### src/rtl/core/utf8d_pkg.sv
// shared types, register indexes, constants and decode functions of the utf-8 sequence decoder
package utf8d_pkg;

  localparam int unsigned NumBytes  = 6;
  localparam int unsigned ByteW     = 8;
  localparam int unsigned LenW      = 3;
  localparam int unsigned CpW       = 32;
  localparam int unsigned CfgIdxW   = 3;
  localparam int unsigned CfgDataW  = 32;

  typedef enum logic [CfgIdxW-1:0] {
    IDX_REJ_LO_MIN = 3'd0,
    IDX_REJ_LO_MAX = 3'd1,
    IDX_REJ_HI_MIN = 3'd2,
    IDX_REJ_HI_MAX = 3'd3,
    IDX_ERR_CP     = 3'd4
  } cfg_idx_e;

  localparam logic [ByteW-1:0] RejLoMinRst = 8'h80;
  localparam logic [ByteW-1:0] RejLoMaxRst = 8'hC1;
  localparam logic [ByteW-1:0] RejHiMinRst = 8'hF5;
  localparam logic [ByteW-1:0] RejHiMaxRst = 8'hFF;
  localparam logic [CpW-1:0]   ErrCpRst    = 32'h0000_FFFD;

  typedef struct packed {
    logic [ByteW-1:0] rej_lo_min;
    logic [ByteW-1:0] rej_lo_max;
    logic [ByteW-1:0] rej_hi_min;
    logic [ByteW-1:0] rej_hi_max;
    logic [CpW-1:0]   err_cp;
  } cfg_t;

  typedef logic [NumBytes-1:0][ByteW-1:0] window_t;

  // trailing byte count from the leader
  function automatic logic [LenW-1:0] trail_count(input logic [ByteW-1:0] lead);
    logic [LenW-1:0] t;
    if (lead < 8'hC0)      t = 3'd0;
    else if (lead < 8'hE0) t = 3'd1;
    else if (lead < 8'hF0) t = 3'd2;
    else if (lead < 8'hF8) t = 3'd3;
    else if (lead < 8'hFC) t = 3'd4;
    else                   t = 3'd5;
    return t;
  endfunction

  // marker bits of leader and continuation bytes folded into one constant
  function automatic logic [CpW-1:0] len_offset(input logic [LenW-1:0] trail);
    logic [CpW-1:0] off;
    case (trail)
      3'd1:    off = 32'h0000_3080;
      3'd2:    off = 32'h000E_2080;
      3'd3:    off = 32'h03C8_2080;
      3'd4:    off = 32'hFA08_2080;
      3'd5:    off = 32'h8208_2080;
      default: off = 32'h0000_0000;
    endcase
    return off;
  endfunction

endpackage

### src/rtl/core/utf8d_cfg.sv
// configuration registers: rejected leader ranges and error codepoint
module utf8d_cfg (
  input  logic                          clk_i,
  input  logic                          rst_ni,
  input  logic                          cfg_we_i,
  input  logic [utf8d_pkg::CfgIdxW-1:0] cfg_idx_i,
  input  logic [utf8d_pkg::CfgDataW-1:0] cfg_data_i,
  output utf8d_pkg::cfg_t               cfg_o
);
  import utf8d_pkg::*;

  cfg_t cfg_q, cfg_d;

  always_comb begin
    cfg_d = cfg_q;
    if (cfg_we_i) begin
      unique case (cfg_idx_e'(cfg_idx_i))
        IDX_REJ_LO_MIN: cfg_d.rej_lo_min = cfg_data_i[ByteW-1:0];
        IDX_REJ_LO_MAX: cfg_d.rej_lo_max = cfg_data_i[ByteW-1:0];
        IDX_REJ_HI_MIN: cfg_d.rej_hi_min = cfg_data_i[ByteW-1:0];
        IDX_REJ_HI_MAX: cfg_d.rej_hi_max = cfg_data_i[ByteW-1:0];
        IDX_ERR_CP:     cfg_d.err_cp     = cfg_data_i[CpW-1:0];
        default:        cfg_d = cfg_q;
      endcase
    end
  end

  always_ff @(posedge clk_i or negedge rst_ni) begin
    if (!rst_ni) begin
      cfg_q.rej_lo_min <= RejLoMinRst;
      cfg_q.rej_lo_max <= RejLoMaxRst;
      cfg_q.rej_hi_min <= RejHiMinRst;
      cfg_q.rej_hi_max <= RejHiMaxRst;
      cfg_q.err_cp     <= ErrCpRst;
    end else begin
      cfg_q <= cfg_d;
    end
  end

  assign cfg_o = cfg_q;

endmodule

### src/rtl/core/utf8d_core.sv
// input register, single-pass sequence decode and result register
module utf8d_core (
  input  logic                       clk_i,
  input  logic                       rst_ni,
  input  utf8d_pkg::cfg_t            cfg_i,
  input  logic                       in_vld_i,
  input  utf8d_pkg::window_t         win_i,
  input  logic [utf8d_pkg::LenW-1:0] avail_i,
  output logic                       done_o,
  output logic [utf8d_pkg::CpW-1:0]  codepoint_o,
  output logic [utf8d_pkg::LenW-1:0] consumed_o,
  output logic                       is_error_o
);
  import utf8d_pkg::*;

  // input stage
  logic            in_vld_q;
  window_t         win_q;
  logic [LenW-1:0] avail_q;

  always_ff @(posedge clk_i or negedge rst_ni) begin
    if (!rst_ni) begin
      in_vld_q <= 1'b0;
    end else begin
      in_vld_q <= in_vld_i;
    end
  end

  always_ff @(posedge clk_i) begin
    if (in_vld_i) begin
      win_q   <= win_i;
      avail_q <= avail_i;
    end
  end

  // decode
  logic [ByteW-1:0] lead;
  logic [LenW-1:0]  trail;
  logic             in_lo, in_hi, short_seq, bad;
  logic [CpW-1:0]   acc;
  logic [CpW-1:0]   cp_d;
  logic [LenW-1:0]  cons_d;

  assign lead      = win_q[0];
  assign trail     = trail_count(lead);
  assign in_lo     = (lead >= cfg_i.rej_lo_min) && (lead <= cfg_i.rej_lo_max);
  assign in_hi     = (lead >= cfg_i.rej_hi_min) && (lead <= cfg_i.rej_hi_max);
  assign short_seq = (trail + 3'd1) > avail_q;
  assign bad       = in_lo || in_hi || short_seq;

  // low six bits of the shifted sum are zero, so only the top two bits of each byte overlap it
  always_comb begin
    acc = '0;
    for (int i = 0; i < NumBytes; i++) begin
      if (LenW'(i) <= trail) begin
        acc = {acc[CpW-7:0], 6'd0} + CpW'(win_q[i]);
      end
    end
  end

  always_comb begin
    if (bad) begin
      cp_d   = cfg_i.err_cp;
      cons_d = 3'd1;
    end else begin
      cp_d   = acc - len_offset(trail);
      cons_d = trail + 3'd1;
    end
  end

  // result stage
  logic            done_q;
  logic [CpW-1:0]  cp_q;
  logic [LenW-1:0] cons_q;
  logic            err_q;

  always_ff @(posedge clk_i or negedge rst_ni) begin
    if (!rst_ni) begin
      done_q <= 1'b0;
    end else begin
      done_q <= in_vld_q;
    end
  end

  always_ff @(posedge clk_i) begin
    if (in_vld_q) begin
      cp_q   <= cp_d;
      cons_q <= cons_d;
      err_q  <= bad;
    end
  end

  assign done_o      = done_q;
  assign codepoint_o = cp_q;
  assign consumed_o  = cons_q;
  assign is_error_o  = err_q;

`ifndef NO_ASSERTIONS
  a_latency: assert property (@(posedge clk_i) disable iff (!rst_ni)
    in_vld_i |-> ##2 done_o)
    else $error("accepted word did not produce a result two cycles later");

  a_no_spurious: assert property (@(posedge clk_i) disable iff (!rst_ni)
    done_o |-> $past(in_vld_i, 2))
    else $error("result strobe without an accepted word");

  a_cons_range: assert property (@(posedge clk_i) disable iff (!rst_ni)
    done_o |-> (consumed_o != 3'd0) && (consumed_o != 3'd7))
    else $error("consumed count out of range");

  a_err_cons: assert property (@(posedge clk_i) disable iff (!rst_ni)
    (done_o && is_error_o) |-> (consumed_o == 3'd1) && (codepoint_o == cfg_i.err_cp))
    else $error("error result with wrong count or codepoint");
`endif

endmodule

### src/rtl/core/utf8_sequence_decoder.sv
// top level of the utf-8 sequence decoder
//
// usage:
// - pulse start with a six-byte window on byte_0_i..byte_5_i (byte_0_i is the
//   leader) and the count of valid bytes on available_len_i; the word is taken
//   at every rising edge with start high and busy low
// - busy stays low: a new word can be taken every cycle, one result per word
// - each word is registered, decoded in one pass and registered again, so its
//   result comes from the result register, with done_o high for exactly
//   one cycle together with codepoint_o, consumed_o and is_error_o
// - throughput is one word per cycle; the input and result registers sit
//   around the decode logic
// - a rejected leader or a sequence longer than available_len_i gives the
//   error codepoint, consumed_o of 1 and is_error_o high
// - the receiver cannot stall: results are dropped if not sampled on done_o
// - configuration (cfg_we_i, cfg_idx_i, cfg_data_i) is written at any edge
//   with cfg_we_i high; the user must write it only while no word is in
//   flight, which the block does not enforce; indexes above four are ignored
// - reset clears the pipeline strobes and loads the default rejected ranges
//   80-C1 and F5-FF and error codepoint FFFD
module utf8_sequence_decoder (
  input  logic                           clk_i,
  input  logic                           rst_ni,
  input  logic                           start,
  output logic                           busy,
  input  logic                           cfg_we_i,
  input  logic [utf8d_pkg::CfgIdxW-1:0]  cfg_idx_i,
  input  logic [utf8d_pkg::CfgDataW-1:0] cfg_data_i,
  input  logic [7:0]                     byte_0_i,
  input  logic [7:0]                     byte_1_i,
  input  logic [7:0]                     byte_2_i,
  input  logic [7:0]                     byte_3_i,
  input  logic [7:0]                     byte_4_i,
  input  logic [7:0]                     byte_5_i,
  input  logic [2:0]                     available_len_i,
  output logic                           done_o,
  output logic [31:0]                    codepoint_o,
  output logic [2:0]                     consumed_o,
  output logic                           is_error_o
);
  import utf8d_pkg::*;

  cfg_t    cfg;
  window_t win;

  assign busy = 1'b0;
  assign win  = {byte_5_i, byte_4_i, byte_3_i, byte_2_i, byte_1_i, byte_0_i};

  utf8d_cfg u_cfg (
    .clk_i      (clk_i),
    .rst_ni     (rst_ni),
    .cfg_we_i   (cfg_we_i),
    .cfg_idx_i  (cfg_idx_i),
    .cfg_data_i (cfg_data_i),
    .cfg_o      (cfg)
  );

  utf8d_core u_core (
    .clk_i       (clk_i),
    .rst_ni      (rst_ni),
    .cfg_i       (cfg),
    .in_vld_i    (start && !busy),
    .win_i       (win),
    .avail_i     (available_len_i),
    .done_o      (done_o),
    .codepoint_o (codepoint_o),
    .consumed_o  (consumed_o),
    .is_error_o  (is_error_o)
  );

endmodule
### config.mk
export PLATFORM = sky130hd
export DESIGN_NAME = utf8_sequence_decoder
export DESIGN_NICKNAME = d
export VERILOG_FILES = /design/src/rtl/core/utf8d_pkg.sv /design/src/rtl/core/utf8d_cfg.sv /design/src/rtl/core/utf8d_core.sv /design/src/rtl/core/utf8_sequence_decoder.sv
export SDC_FILE = /design/constraint.sdc
export NUM_CORES = 1
export LEC_CHECK = 0
export BUFFER_PORTS_ARGS = -buffer_cell sky130_fd_sc_hd__buf_2
export CAP_MARGIN = 20
export CORE_UTILIZATION = 59
export CTS_CLUSTER_DIAMETER = 120
export DETAILED_ROUTE_END_ITERATION = 6
export PLACE_DENSITY = 0.78
export SLEW_MARGIN = 20
export SYNTH_ARGS = -nofsm -noshare
export SYNTH_HDL_FRONTEND = slang
export SYNTH_SLANG_ARGS = --single-unit
### constraint.sdc
create_clock -name clk_i -period 7.9 [get_ports clk_i]
set_input_delay 0 -clock clk_i [delete_from_list [all_inputs] [get_ports clk_i]]
set_output_delay 0 -clock clk_i [all_outputs]
set_load 0.005 [all_outputs]
=== Word level (Yosys, flattened, before mapping) ===
Cells that the tools add are included.

* $add $sub $neg: 7
* Multipliers: 0
* Divide/modulo/power cells: 0
* Order comparisons: 16
* Equality and inequality tests: 9
* Shifts and indexed selects: 0
* Muxes and demuxes: 14
* Bitwise gates (word level): 0
* Reduce and logical (&&, ||, !) cells: 10

{| class="wikitable"
|+ Operator list
! operator !! count
|-
| 32-bit 2-to-1 mux || 7
|-
| 32-bit case mux with 5 select lines || 1
|-
| 32-bit by 8-bit adder with 32-bit output || 4
|-
| 8-bit < comparator (second input constant) || 5
|-
| 32-bit subtractor || 1
|-
| 8-bit >= comparator || 2
|-
| 8-bit less-or-equal comparator || 2
|-
| 14-bit by 8-bit adder with 15-bit output || 1
|-
| 3-bit by 2-bit == test with 1-bit output (second input constant) || 4
|-
| 3-bit 2-to-1 mux || 4
|-
| 2-bit AND reduction || 5
|-
| 3-bit == test (second input constant) || 3
|-
| 8-bit 2-to-1 mux || 1
|-
| 3-bit by 1-bit == test with 1-bit output (second input constant) || 2
|-
| 1-bit by 3-bit less-or-equal comparator with 1-bit output (first input constant) || 2
|-
| 2-bit by 3-bit less-or-equal comparator with 1-bit output (first input constant) || 2
|-
| 3-bit less-or-equal comparator (first input constant) || 2
|-
| 3-bit by 1-bit adder with 3-bit output (second input constant) || 1
|-
| 3-bit greater-than comparator || 1
|-
| 3-bit logical NOT || 1
|-
| 1-bit logical AND || 2
|-
| 1-bit logical OR || 2
|-
| 1-bit 2-to-1 mux || 1
|}

* Flip-flop bits (word level): 153
* Latch bits: 0
* Memory bits (writable): 0
* ROM bits: 0
* Input port bits: 90
* Output and inout bits: 38
* Logic and storage cells: 73
* Memories: 0

=== Logic depth before layout (Yosys ltp) ===
* Depth in word-level cells: 20
* Depth in mapped cells: 38
* Gate-level depth less buffers: 34

=== Hierarchy ===
A second synthesis with hierarchy kept.

* Cell total of the unflattened synthesis: 1169
* Area, all modules: 11770.0 µm²

{| class="wikitable"
|+ By module, submodules not included
! module !! instances !! cells an instance !! area each (µm²) !! seq. area each (µm²)
|-
| utf8d_core || 1 || 1028 || 9142.5 || 2662.6
|-
| utf8d_cfg || 1 || 139 || 2616.3 || 1642.8
|-
| utf8_sequence_decoder || 1 || 2 || 11.3 || 0.0
|}

=== Least setup slack after synthesis ===
No wires, ideal clock.

* Path kind: flip-flop to flip-flop
* From: reg u_core.win_q (netlist bit u_core.lead[4])
* To: reg u_core.cp_q[31], in the netlist u_core.codepoint_o[31], data pin
* Library setup time: 266 ps
* Data arrival time: 7026 ps
* Required time: 7634 ps
* Path slack: 607 ps
* Cell stages (with the launch flop): 37
* Path buffers: 7
* Clock period less this slack: 7293 ps
* Cell sequence: edfxtp_1 > buf_2 > buf_2 > buf_1 > o21ai_0 > a21oi_1 > inv_1 > ha_1 > clkbuf_1 > o211a_1 > nand2_1 > clkbuf_1 > clkbuf_1 > buf_1 > nand2_1 > o21ai_0 > inv_1 > ha_1 > a21oi_1 > nor4b_1 > a31oi_1 > nor4_1 > and3b_1 > nand2_1 > xor2_1 > nor2_1 > a21oi_1 > ha_1 > nand2_1 > nor2_1 > o221a_2 > a211o_1 > o311ai_2 > a41oi_2 > a31oi_1 > xnor2_1 > o21ai_1

* Longest elaborated chain between the ends: 20
* Elaborated cells on any way between the ends: 46
* Those cells by class: 7 x add/sub; 16 x order compare; 5 x eq/ne; 14 x mux; 4 x reduce/logical

{| class="wikitable"
|+ RTL lines
! item !! line !! RTL
|-
| start: declaration || utf8d_core.sv:18 || <nowiki>window_t win_q;</nowiki>
|-
| start signal: assignment || utf8d_core.sv:31 || <nowiki>win_q <= win_i;</nowiki>
|-
| 8-bit < comparator || utf8d_pkg.sv:42 || <nowiki>else if (lead < 8'hFC) t = 3'd4;</nowiki>
|-
| 1-bit 2-to-1 mux || utf8d_pkg.sv:42 ||
|-
| 3-bit 2-to-1 mux || utf8d_pkg.sv:41 || <nowiki>else if (lead < 8'hF8) t = 3'd3;</nowiki>
|-
| 3-bit 2-to-1 mux || utf8d_pkg.sv:40 || <nowiki>else if (lead < 8'hF0) t = 3'd2;</nowiki>
|-
| 3-bit 2-to-1 mux || utf8d_pkg.sv:39 || <nowiki>else if (lead < 8'hE0) t = 3'd1;</nowiki>
|-
| 3-bit 2-to-1 mux || utf8d_pkg.sv:38 || <nowiki>if (lead < 8'hC0) t = 3'd0;</nowiki>
|-
| 1-bit by 3-bit less-or-equal comparator with 1-bit output || utf8d_core.sv:55 || <nowiki>if (LenW'(i) <= trail) begin</nowiki>
|-
| 8-bit 2-to-1 mux || utf8d_core.sv:55 ||
|-
| [5 not listed] || -- ||
|-
| 32-bit 2-to-1 mux || utf8d_core.sv:55 ||
|-
| 32-bit by 8-bit adder with 32-bit output || utf8d_core.sv:56 || <nowiki>acc = {acc[CpW-7:0], 6'd0} + CpW'(win_q[i]);</nowiki>
|-
| 32-bit 2-to-1 mux || utf8d_core.sv:55 ||
|-
| 32-bit by 8-bit adder with 32-bit output || utf8d_core.sv:56 ||
|-
| 32-bit 2-to-1 mux || utf8d_core.sv:55 ||
|-
| 32-bit subtractor || utf8d_core.sv:66 || <nowiki>cp_d = acc - len_offset(trail);</nowiki>
|-
| 32-bit 2-to-1 mux (*) || utf8d_core.sv:62 || <nowiki>if (bad) begin</nowiki>
|-
| net u_core.cp_d[31] || utf8d_core.sv:41 || <nowiki>logic [CpW-1:0] cp_d;</nowiki>
|-
| end signal: assignment || utf8d_core.sv:87 || <nowiki>cp_q <= cp_d;</nowiki>
|-
| end: declaration || utf8d_core.sv:73 || <nowiki>logic [CpW-1:0] cp_q;</nowiki>
|}

Mark *: on every way through the listed nets, which the timed path passes. The rest lies on a longest branch. The select of a mux whose other input is x is not followed.
A chain may end at the register's enable or synchronous reset.

=== Worst setup path after layout ===
* From: reg u_core.win_q (netlist bit u_core.lead[6])
* To: reg u_core.cp_q[31], in the netlist u_core.codepoint_o[31], data pin

Same word-level chain as after synthesis.

==> metrics.sh <==
RUN_STATUS='finished, violations left'
VIOLATIONS='design-rule violations'
CLOCK_TREE.HTREE_LEVEL_COUNT=4
MULTI_INPUT_AREA_UM2=6330
DIE_AREA_UM2=19400
POSTSYNTHAREAPERCELL_UM2=9.56
DRTITER0DRC=1025
CRIT_REQUIRED_NS=8.05
TOTAL_NUMBER_OF_PLACEMENT_ROWS=49
CRITICAL_PATH.ENDPOINT_TYPE='flip-flop'
INITIAL_ANTENNA_VIOLATION_COUNT=3
FINALNETCOUNT=1523
CRIT_PATH_MAX_FANOUT=14
SEQPWRFRAC_PCT=40.1
SEQ_AREA_FRAC_SYNTH_PCT=38.7
YOSYS_WARNINGS=0
IRDROPWORSTVDD_mV=0.162
DRV_CAP=0
INITIAL_UTILIZATION_PCT=61.1
POWER.COMBINATIONAL.FRACTION_PCT=32.7
SYNTH-ASYNC-RESET-RATIO_PCT=43.1
LAYOUT_MIN_CYCLE_TIME_NS=7.41
REGISTER_AREA_UM2=4310
REMAINING_DRC_ERRORS=3
GRT_START_MAX_NET_PINS=67
SYNTHESIS.INSTANCES=1164
SYNTHFLOPTYPE='sky130_fd_sc_hd__edfxtp_1'
DETAILROUTE.VIA_COUNT=10200
TOTAL_LEAKAGE_POWER_uW=0.00544
MAX_STAGE_DELAY_NS=0.59
PWR-SHARE-CLK_PCT=27.3
LAYOUT.FILLER_CELLS=1242
TRACK_USAGE_PCT=36.4
NETSWITCHINGPOWER_uW=972
WORST_SLEW_PIN_SLEW_NS=1.11
CTS_BUFFER_DEPTH=2
IOPINCOUNT=128
DIE_HEIGHT_UM=139
FINALSETUPVIOLATIONS=0
CTS.SINK_COUNT=153
REMAINING_GLOBAL_ROUTE_OVERFLOW=0
WL_UM=34300
AVGVIACOUNTPERCELL=6.33
CORE_AR_UM2=18200
FIRST_PASS_ITERS=7
FIRST_GLOBAL_VIAS=10000
MAXCLOCKFREQUENCY_MHz=135
AREAGROWTHSYNTHTOFINISH_PCT=20.5
SETUP_TNS_NS=0
ROUTEDWLPERCELL_UM=21.3
FINAL.PERIOD_UTILIZATION_PCT=93.7
SYNTH.DISTINCT_CELLS=100
CRITICAL_PATH_START_END_CLASSIFICATION='flip-flop to flip-flop'
DPL.HPWL_UM=22900
CLKSLEWWORSTSETUPHOLDPATHS_NS=0.08
PLACE.GP.CONGESTION=0.944
PORT-BUFFER-COUNT=126
P_INT_uW=1840
TIMING_HOLD_VIOLATIONS_FINAL=0
DRIVE_GT1_SHARE_PCT=23.0
WORSTHOLDPATHTYPE='primary input to flip-flop'
SYNTH_AREA_UM2=11100
POWER_SWITCHING_SHARE_PCT=34.5
POSTLAYOUTCOREUTIL_PCT=73.6
GRT_FIRST_PASS_WIRELENGTH_UM=54500
INSERTION_DELAY_NS=0.44
POSTSYNTHREGISTERBITS=153
TRITONCTS='done'
POWER.DENSITY_CELL_AREA_nW_PER_UM2=210
ANTENNA_VIOL_NETS_FINAL=0
CLK_ROOT_BUFFER_CELL='sky130_fd_sc_hd__clkbuf_16'
SYN_NETS=1322
SYNTH_EDF_COUNT=87
MAX_SLEW_MARGIN_PCT=25.6
GRT_SETUP_UNREPAIRED='no'
FIN_WORST_SKEW_NS=0.0252
WORSTPATHARRIVAL_NS=7.56
STANDARD_CELL_WITH_THE_MAXIMUM_STAGE_DELAY_ON_THE_CRITICAL_PATH='sky130_fd_sc_hd__edfxtp_1'
NUMCTSBUFFERS=17
TIMING.CRITICAL_PATH.FROM_TYPE='flip-flop'
FP.DIEW_UM=139
FINAL_MAX_SLEW_VIOL_COUNT=0
WORST_HOLD_SLACK_NS=0.0817
-- synthesized netlist by cell type, types with 31 or more instances --
library cell / number / area, µm²
sky130_fd_sc_hd__xnor2_1: 36 / 315
sky130_fd_sc_hd__clkbuf_1: 31 / 116
sky130_fd_sc_hd__nand2_1: 120 / 450
sky130_fd_sc_hd__mux2_2: 44 / 495
sky130_fd_sc_hd__dfrtp_1: 33 / 826
sky130_fd_sc_hd__nand3_1: 33 / 165
sky130_fd_sc_hd__a21oi_1: 63 / 315
sky130_fd_sc_hd__ha_1: 63 / 788
sky130_fd_sc_hd__nor2_1: 70 / 263
sky130_fd_sc_hd__o21ai_0: 92 / 460
sky130_fd_sc_hd__dfstp_2: 33 / 867
sky130_fd_sc_hd__edfxtp_1: 87 / 2610
sky130_fd_sc_hd__inv_1: 63 / 236
-- sequential cells by signal, indices dropped and copies added (netlist names) --
register,flops
u_core.in_vld_q,1
u_core.consumed_o,3
u_core.done_o,1
u_core.win_q,40
u_core.is_error_o,1
u_core.lead,8
u_core.avail_q,3
u_core.codepoint_o,32
u_cfg.cfg_o,64
-- power by group through the flow --
stage                     clock, µW  combinational [µW]  sequential [µW]
after floorplan                   0                 575             1120
after CTS                       764                 886             1120
after detailed placement          0                 843             1130
final                           768                 920             1130
after global routing            803                1000             1140
after global placement            0                 821             1130
-- metal layers --
layer | up-vias | track usage (%) | routed length (µm)
met4 | 0 | 16.4 | 1380
met1 | 4806 | 45.1 | 13500
met2 | 573 | 61.5 | 16700
li1 | 4703 | - | -
met3 | 101 | 6.95 | 2770
met5 | - | 0 | 0
-- metrics by stage --
| step | total power (µW) | setup WS [ns] | cell area (µm²) | std cells |
|---|---|---|---|---|
| floorplan | 1690 | 0.607 | 11100 | 1164 |
| finish | 2820 | 0.494 | 13400 | 1608 |
| global route | 2950 | 0.0478 | 13400 | 1608 |
| detailed placement | 1980 | 0.474 | 12000 | 1489 |
| CTS | 2770 | 0.421 | 13400 | 1605 |
| global placement | 1950 | 0.658 | 12000 | 1489 |
-- final timing paths --
check	slack (ns)	cells after the start	from	end
hold / removal	0.08	4	cfg_idx_i[1]	u_cfg.cfg_o[55]
hold reg to reg	0.49	2	u_cfg.cfg_o[4]	u_cfg.cfg_o[4]
setup reg to reg	0.49	30	u_core.lead[6]	u_core.codepoint_o[31]
setup / recovery	0.49	30	u_core.lead[6]	u_core.codepoint_o[31]
min in group asynchronous	0.28	3	rst_ni	u_cfg.cfg_o[56]
max in group asynchronous	7.00	3	rst_ni	u_cfg.cfg_o[24]
-- cell families after synthesis --
family	share of synthesized area, %
adder cells (fa/ha/maj)	7.98
buffers and inverters	4.62
multiplexers	6.44
AND/OR/NAND/NOR	18.3
flip-flops	38.7
AO/OA/AOI/OAI	18.9
other	0.0337
XOR/XNOR	5.11
-- repair_timing --
action | CTS | global route
setup buffers | 0 | 1
gates resized for setup | 0 | 3
hold buffers | 84 | 0
setup endpoints to repair | 0 | 6
endpoints found under the hold margin | 148 | 0
-- cell usage in the layout, fill, tap and decap left out, types with 10 or more instances in the layout --
master and count:
sky130_fd_sc_hd__buf_2 126, sky130_fd_sc_hd__nand2_1 120, sky130_fd_sc_hd__o21ai_0 92, sky130_fd_sc_hd__edfxtp_1 87, sky130_fd_sc_hd__dlygate4sd3_1 84, sky130_fd_sc_hd__nor2_1 69, sky130_fd_sc_hd__inv_1 63, sky130_fd_sc_hd__a21oi_1 63
sky130_fd_sc_hd__ha_1 63, sky130_fd_sc_hd__mux2_2 44, sky130_fd_sc_hd__xnor2_1 36, sky130_fd_sc_hd__nand3_1 33, sky130_fd_sc_hd__dfstp_2 33, sky130_fd_sc_hd__dfrtp_1 33, sky130_fd_sc_hd__xor2_1 29, sky130_fd_sc_hd__buf_4 27
sky130_fd_sc_hd__mux2i_1 20, sky130_fd_sc_hd__nor3_1 17, sky130_fd_sc_hd__clkbuf_16 17, sky130_fd_sc_hd__a21o_1 16, sky130_fd_sc_hd__a31oi_1 16, sky130_fd_sc_hd__nand4_1 15, sky130_fd_sc_hd__nand2b_1 14, sky130_fd_sc_hd__and2_1 12
sky130_fd_sc_hd__nor2b_1 12, sky130_fd_sc_hd__nor4_1 12, sky130_fd_sc_hd__a211oi_1 11, sky130_fd_sc_hd__or2_2 10
-- layout make-up --
cell class	count	area share, %
Antenna cell	1	0.0187
Clock buffer	18	3.27
Clock inverter	14	0.793
Inverter	66	1.87
Multi-Input combinational cell	889	47.2
Sequential cell	153	32.1
Tap cell	229	2.14
Timing Repair Buffer	238	12.6
-- critical path: cells and delay by family (launching register included) --
kind | cells | cell delay, ns
compound gates | 10 | 2.51
fa+ha+maj | 4 | 1.21
mux | 1 | 0.19
simple gates | 7 | 1.67
xor+xnor | 3 | 0.47
buf+inv | 5 | 0.49
flops | 1 | 0.59
(Power assumes the default switching activity.)
